`src/hdl/scw_divpipe.sv`:
```
module scw_divpipe #(
  parameter int DW = 33,
  parameter int QW = 24,
  parameter int SW = 8
) (
  input  logic          clk,
  input  logic          rst_n,
  input  logic          en,
  input  logic          in_valid,
  input  logic [DW-1:0] in_rem,
  input  logic [DW-1:0] in_div,
  input  logic [QW-1:0] in_feed,
  input  logic [SW-1:0] in_side,
  output logic          out_valid,
  output logic [QW-1:0] out_quot,
  output logic [SW-1:0] out_side
);

  logic          v_r    [QW];
  logic [DW-1:0] rem_r  [QW];
  logic [DW-1:0] div_r  [QW];
  logic [QW-1:0] feed_r [QW];
  logic [QW-1:0] quot_r [QW];
  logic [SW-1:0] side_r [QW];

  for (genvar i = 0; i < QW; i++) begin : g_step
    logic          pv;
    logic [DW-1:0] prem;
    logic [DW-1:0] pdiv;
    logic [QW-1:0] pfeed;
    logic [QW-1:0] pquot;
    logic [SW-1:0] pside;
    logic [DW:0]   sh;
    logic          ge;
    logic [DW-1:0] rem_nxt;

    if (i == 0) begin : g_first
      assign pv    = in_valid;
      assign prem  = in_rem;
      assign pdiv  = in_div;
      assign pfeed = in_feed;
      assign pquot = '0;
      assign pside = in_side;
    end else begin : g_next
      assign pv    = v_r[i-1];
      assign prem  = rem_r[i-1];
      assign pdiv  = div_r[i-1];
      assign pfeed = feed_r[i-1];
      assign pquot = quot_r[i-1];
      assign pside = side_r[i-1];
    end

    // one restoring step: shift in a numerator bit, subtract if it fits
    always_comb begin
      sh      = {prem, pfeed[QW-1]};
      ge      = (sh >= {1'b0, pdiv});
      rem_nxt = ge ? DW'(sh - {1'b0, pdiv}) : DW'(sh);
    end

    always_ff @(posedge clk) begin
      if (!rst_n) begin
        v_r[i] <= 1'b0;
      end else if (en) begin
        v_r[i] <= pv;
      end
    end

    always_ff @(posedge clk) begin
      if (en) begin
        rem_r[i]  <= rem_nxt;
        div_r[i]  <= pdiv;
        feed_r[i] <= {pfeed[QW-2:0], 1'b0};
        quot_r[i] <= {pquot[QW-2:0], ge};
        side_r[i] <= pside;
      end
    end
  end

  assign out_valid = v_r[QW-1];
  assign out_quot  = quot_r[QW-1];
  assign out_side  = side_r[QW-1];

endmodule

```
`config.mk`:
```
export PLATFORM = sky130hd
export DESIGN_NAME = scw_divpipe
export DESIGN_NICKNAME = d
export VERILOG_FILES = /design/src/hdl/scw_divpipe.sv
export SDC_FILE = /design/constraint.sdc
export NUM_CORES = 2
export LEC_CHECK = 0
export BUFFER_PORTS_ARGS = -buffer_cell sky130_fd_sc_hd__buf_2
export CAP_MARGIN = 10
export CORE_ASPECT_RATIO = 0.7
export CORE_MARGIN = 2
export CORE_UTILIZATION = 45
export DETAILED_ROUTE_END_ITERATION = 10
export PLACE_DENSITY = 0.67
export SLEW_MARGIN = 10
export SYNTH_ARGS = -nofsm -noshare
export SYNTH_HDL_FRONTEND = slang
export SYNTH_SLANG_ARGS = --single-unit
```
`constraint.sdc`:
```
create_clock -name clk -period 3.95 [get_ports clk]
set_input_delay 0.395 -clock clk [delete_from_list [all_inputs] [get_ports clk]]
set_output_delay 0.395 -clock clk [all_outputs]
set_load 0.01 [all_outputs]
```
### Word level (Yosys, flattened, before mapping)

Memories as Yosys holds them, arrays and structs flattened.
Index checks and enable logic that the tools add are counted.

* bits in registers: 0
* bits in writable memories: 2928
* input port bits: 102
* output and inout port bits: 33
* logic and storage cells: 131
* memories: 6

* add/subtract/negate cells: 24
* magnitude comparators: 24
* multiplexer cells: 53
* bitwise logic cells: 24

Memories
* div_r: words 24, bits a word 33, read ports 23, clocked after Yosys merged registers in 0, write ports 24, RTL line 21 `logic [DW-1:0] div_r [QW];`
* rem_r: words 24, bits a word 33, read ports 23, clocked after Yosys merged registers in 0, write ports 24, RTL line 20 `logic [DW-1:0] rem_r [QW];`
* quot_r: words 24, bits a word 24, read ports 24, clocked after Yosys merged registers in 0, write ports 24, RTL line 23 `logic [QW-1:0] quot_r [QW];`
* feed_r: words 24, bits a word 23, read ports 23, clocked after Yosys merged registers in 0, write ports 24, RTL line 22 `logic [QW-1:0] feed_r [QW];`
* side_r: words 24, bits a word 8, read ports 24, clocked after Yosys merged registers in 0, write ports 24, RTL line 24 `logic [SW-1:0] side_r [QW];`
* v_r: words 24, bits a word 1, read ports 24, clocked after Yosys merged registers in 0, write ports 24, RTL line 19 `logic v_r [QW];`

Operators with widths (number)
* 34-bit by 33-bit greater-or-equal comparator with 1-bit output: 24
* 33-bit two-way mux: 24
* 33-bit subtractor: 24
* 1-bit two-way mux: 29
* 1-bit bitwise OR: 24

### Longest topological paths before layout

* depth in word-level cells: 4
* mapped depth: 16
* depth with buffers taken out: 15

### Least setup slack after synthesis

No wires, ideal clock.

* path kind: register to register
* from: memory feed_r[2][45] (netlist bit)
* to: memory rem_r[10][3] (netlist: rem_r[1][69]), data pin
* library setup time: 0.262 ns
* arrival: 3.357 ns
* slack: 0.330 ns
* cell stages (with the launch flop): 15
* buffers on the path: 1
* clock period less this slack: 3.620 ns
* cell sequence: edfxtp_1 -> inv_1 -> ha_1 -> inv_1 -> fa_1 -> a21o_1 -> a21o_1 -> a21oi_2 -> o211ai_1 -> a221oi_2 -> o31ai_1 -> o21a_1 -> a2111oi_4 -> buf_4 -> mux2_1

RTL lines (RTL line)
* start, declared: 22
* end, declared: 20

==> out/qor.log <==
INFO  clock_tree     cts_root_buf=sky130_fd_sc_hd__clkbuf_16
INFO  layout         stdcell_count=14550
INFO  die            fp.coreArea=265000um2
INFO  synth          synth.cell_area=120000um2
INFO  drt            remaining_drc_errors=0
INFO  synth          cell_variety_after_synth=92
INFO  power          peakVddDrop=443uV
INFO  layout         finish.utilization=0.515
INFO  sta            finalWorstPathRequiredPeriod=3880ps
INFO  clock_tree     clock_tree_sinks=2310
INFO  clock_tree     clk_latency=920ps
INFO  place          numPortBuffers=134
INFO  die            std_cell_rows=158
INFO  power          pwr_density=822nW/um2
INFO  clock_tree     clock_path_buffers=4
INFO  flow_run       max-cap-violations=0
INFO  setup_path     cp_cell_sequence=ha_1 -> o21ai_0 -> o21bai_1 -> a21o_1 -> a21oi_1 -> buf_4 -> o211a_1 -> o31ai_1 -> buf_4 -> a211oi_4 -> a21o_1 -> nand2_1 -> buf_12 -> mux2_2
INFO  synth          asyncSetResetFlopFracSynth=0
INFO  die            initial_utilization=0.453
INFO  synth          yosys.area_share.adder=0.0864
INFO  die            design.portCount=135
INFO  global_routing global_route.overflow_total=0
INFO  layout         layout_common_cells=sky130_fd_sc_hd__edfxtp_1 (2309), sky130_fd_sc_hd__inv_1 (1030), sky130_fd_sc_hd__nand2_1 (831)
INFO  sta            hold_viol=0
INFO  setup_path     cp.arrival=4500ps
INFO  clock_tree     cts_htree_levels=4
INFO  global_routing grt_start_max_net_pins=149
INFO  synth          synth_simple_gate_area_share=0.0893
INFO  clock_tree     cts-buffers-inserted=232
INFO  sta            tightest_slew=1000ps
INFO  place          post-dp-hpwl=230mm
INFO  power          static-leakage-power=0.0552uW
INFO  setup_path     startpoint_type=register
INFO  sta            report.final.slew_viol_count=0
INFO  drt            route.detailed.wl_per_inst=21.0um
INFO  synth          postSynthAreaPerCell=11.7um2
INFO  place          gpl.final_weighted_congestion=0.993
INFO  global_routing grt_antenna_before_repair=11
INFO  synth          synth_warnings=0
INFO  sta            clock_skew=76.2ps
INFO  clock_tree     tritoncts=done
INFO  layout         regArea=69400um2
INFO  layout         layout.cell_area.non_filler=136000um2
INFO  place          preCtsSetupSlack=-275ps
INFO  global_routing first_global_vias=76604
INFO  setup_path     ff2ff_path_depth=14
INFO  die            chipHeight=436um
INFO  sta            max_freq=0.258GHz
INFO  hold_path      hold_class=input port to register
INFO  synth          synth_compound_area_frac=0.145
INFO  layout         nets=11759
INFO  sta            post-route-period-util=0.981
INFO  synth          synth_flop_cell=sky130_fd_sc_hd__edfxtp_1
INFO  clock_tree     clk_pin_slew_worst_paths=70ps
INFO  setup_path     worst-endpoint-required=4570ps
INFO  global_routing wire_length_of_the_first_global_routing_pass=466mm
INFO  sta            setup_viol=0
INFO  setup_path     critical_path.endpoint_type=register
INFO  place          dpl-instance-area=127000um2
INFO  drt            detailroute.via_count=81663
INFO  sta            max-slew-margin-rel=0.332
INFO  synth          post_synth_mux_area_share=0.0146
INFO  synth          synth.ff_latch_count=2310
INFO  layout         most_frequent_standard_cell_in_the_layout_excluding_fill_and_tap_cells=sky130_fd_sc_hd__edfxtp_1
INFO  drt            detail-route-antenna-nets=0
INFO  drt            routed_via_density=5.61
INFO  setup_path     worst_path_max_delay_cell=sky130_fd_sc_hd__edfxtp_1
INFO  drt            number_of_search_and_repair_iterations_in_the_first_detailed_routing_pass=8
INFO  layout         multi_input_area=46100um2
INFO  layout         fill_cells=22874
INFO  synth          synth_seq_area_share=0.578
INFO  setup_path     timing.critical_path.slowest_cell_delay=540ps
INFO  global_routing track_usage=0.221
INFO  sta            setup_ws=74.7ps
INFO  place          dp.cells=13999
INFO  die            die_width=621um
INFO  synth          synth_top_family_by_area=compound AO/OA/AOI/OAI gates
INFO  power          power=112000uW
INFO  synth          synth_enable_flop_cells=2309
INFO  sta            setup_repair_after_global_routing_missed_its_margin=true
INFO  layout         area_growth_from_synthesis_to_layout=13.7%
INFO  synth          post_synthesis_net_count=11172
INFO  die            dieArea=271000um2
INFO  synth          synthesis.instances=10255
INFO  drt            drt_wl_total=306mm
INFO  status         outcome=completed
INFO  drt            drt_iter0_drc=9652
INFO  hold_path      min_path_cells=2
INFO  layout         drive_gt1_frac=0.104
INFO  setup_path     ws_path_type=register to register
INFO  synth          synth-xor-area-share=0.0458
INFO  setup_path     crit_fanout=32
routing by layer:
metal  global-route usage  share of wire  wire length (um)
met2                0.274           0.36            110000
met1                0.375           0.52            160000
met3               0.0530          0.097             29500
met5                    0       0.000043                13
met4               0.0436          0.019              5670
logic make-up after synthesis:
group,after synthesis
AOI/OAI and AO/OA,2775
xor gates and xnor gates,627
adders and majority gates,815
buffers and inverters,1302
DFF,2310
muxes,157
and+or+nand+nor,2269
critical path: cells and delay by family, from the launching register on:
kind,cells,cell delay [ps]
compound gates,8,1450
fa+ha+maj,1,440
buf+inv,3,610
flops,1,540
mux,1,380
simple gates,1,120
cell usage after synthesis, types with 31 or more instances:
master,n,area share
sky130_fd_sc_hd__a211oi_1,56,0.0035
sky130_fd_sc_hd__a21o_1,442,0.028
sky130_fd_sc_hd__a21oi_1,822,0.034
sky130_fd_sc_hd__a31oi_1,79,0.0041
sky130_fd_sc_hd__and2_1,35,0.0018
sky130_fd_sc_hd__and3_1,101,0.0053
sky130_fd_sc_hd__buf_2,38,0.0016
sky130_fd_sc_hd__clkbuf_1,216,0.0068
sky130_fd_sc_hd__edfxtp_1,2309,0.58
sky130_fd_sc_hd__ha_1,792,0.083
sky130_fd_sc_hd__inv_1,1030,0.032
sky130_fd_sc_hd__mux2_2,142,0.013
sky130_fd_sc_hd__nand2_1,831,0.026
sky130_fd_sc_hd__nand2b_1,83,0.0043
sky130_fd_sc_hd__nand3_1,190,0.0079
sky130_fd_sc_hd__nand4_1,148,0.0077
sky130_fd_sc_hd__nor2_1,476,0.015
sky130_fd_sc_hd__nor2b_1,93,0.0048
sky130_fd_sc_hd__nor3_1,124,0.0052
sky130_fd_sc_hd__nor4_1,31,0.0016
sky130_fd_sc_hd__o211ai_1,52,0.0033
sky130_fd_sc_hd__o21a_1,80,0.0050
sky130_fd_sc_hd__o21ai_0,723,0.030
sky130_fd_sc_hd__o21bai_1,149,0.0093
sky130_fd_sc_hd__o31ai_1,82,0.0051
sky130_fd_sc_hd__or2_2,34,0.0018
sky130_fd_sc_hd__xnor2_1,369,0.027
sky130_fd_sc_hd__xor2_1,258,0.019
what timing repair did:
action / in CTS / in global routing
resized for setup: 7 / 53
pin swaps: 2 / 29
hold buffers: 102 / 0
gates cloned: 0 / 1
endpoints found under the setup margin: 39 / 415
buffers inserted: 1 / 25
hold endpoints to repair: 132 / 0
metrics by stage:
| stage | hold slack [ps] | setup TNS (ps) |
|---|---|---|
| global route | 172 | -445 |
| CTS | 137 | 0 |
| detailed placement | 405 | -5330 |
| global placement | 400 | -4270 |
| finish | 225 | 0 |
| floorplan | 400 | 0 |
report_power, final:
group | total, uW | internal, uW | switching [uW]
Sequential | 39600 | 35300 | 4310
Clock | 22100 | 12500 | 9570
Combinational | 50500 | 21200 | 29300
area by class of cell:
type	count	area share
sequential	2310	0.508
multi-input combinational	6643	0.338
clock buffer	259	0.0433
timing repair buffer	620	0.0380
tap	3520	0.0323
inverter	1035	0.0285
clock inverter	158	0.0116
antenna	5	0.0000917
worst paths after layout:
| check | from | to | slack [ps] |
|---|---|---|---|
| max | rem_r[1][7] | rem_r[1][48] | 70 |
| min reg2reg | quot_r[1][149] | quot_r[1][174] | 400 |
| min | in_feed[14] | feed_r[0][14] | 230 |
| max reg2reg | rem_r[1][7] | rem_r[1][48] | 70 |
sequential cells by signal, summed over array words and instances, names as in the netlist:
name and count:
rem_r 759, side_r 192, feed_r 276, quot_r 300, v_r 24, div_r 759
(Power assumes the default switching activity.)
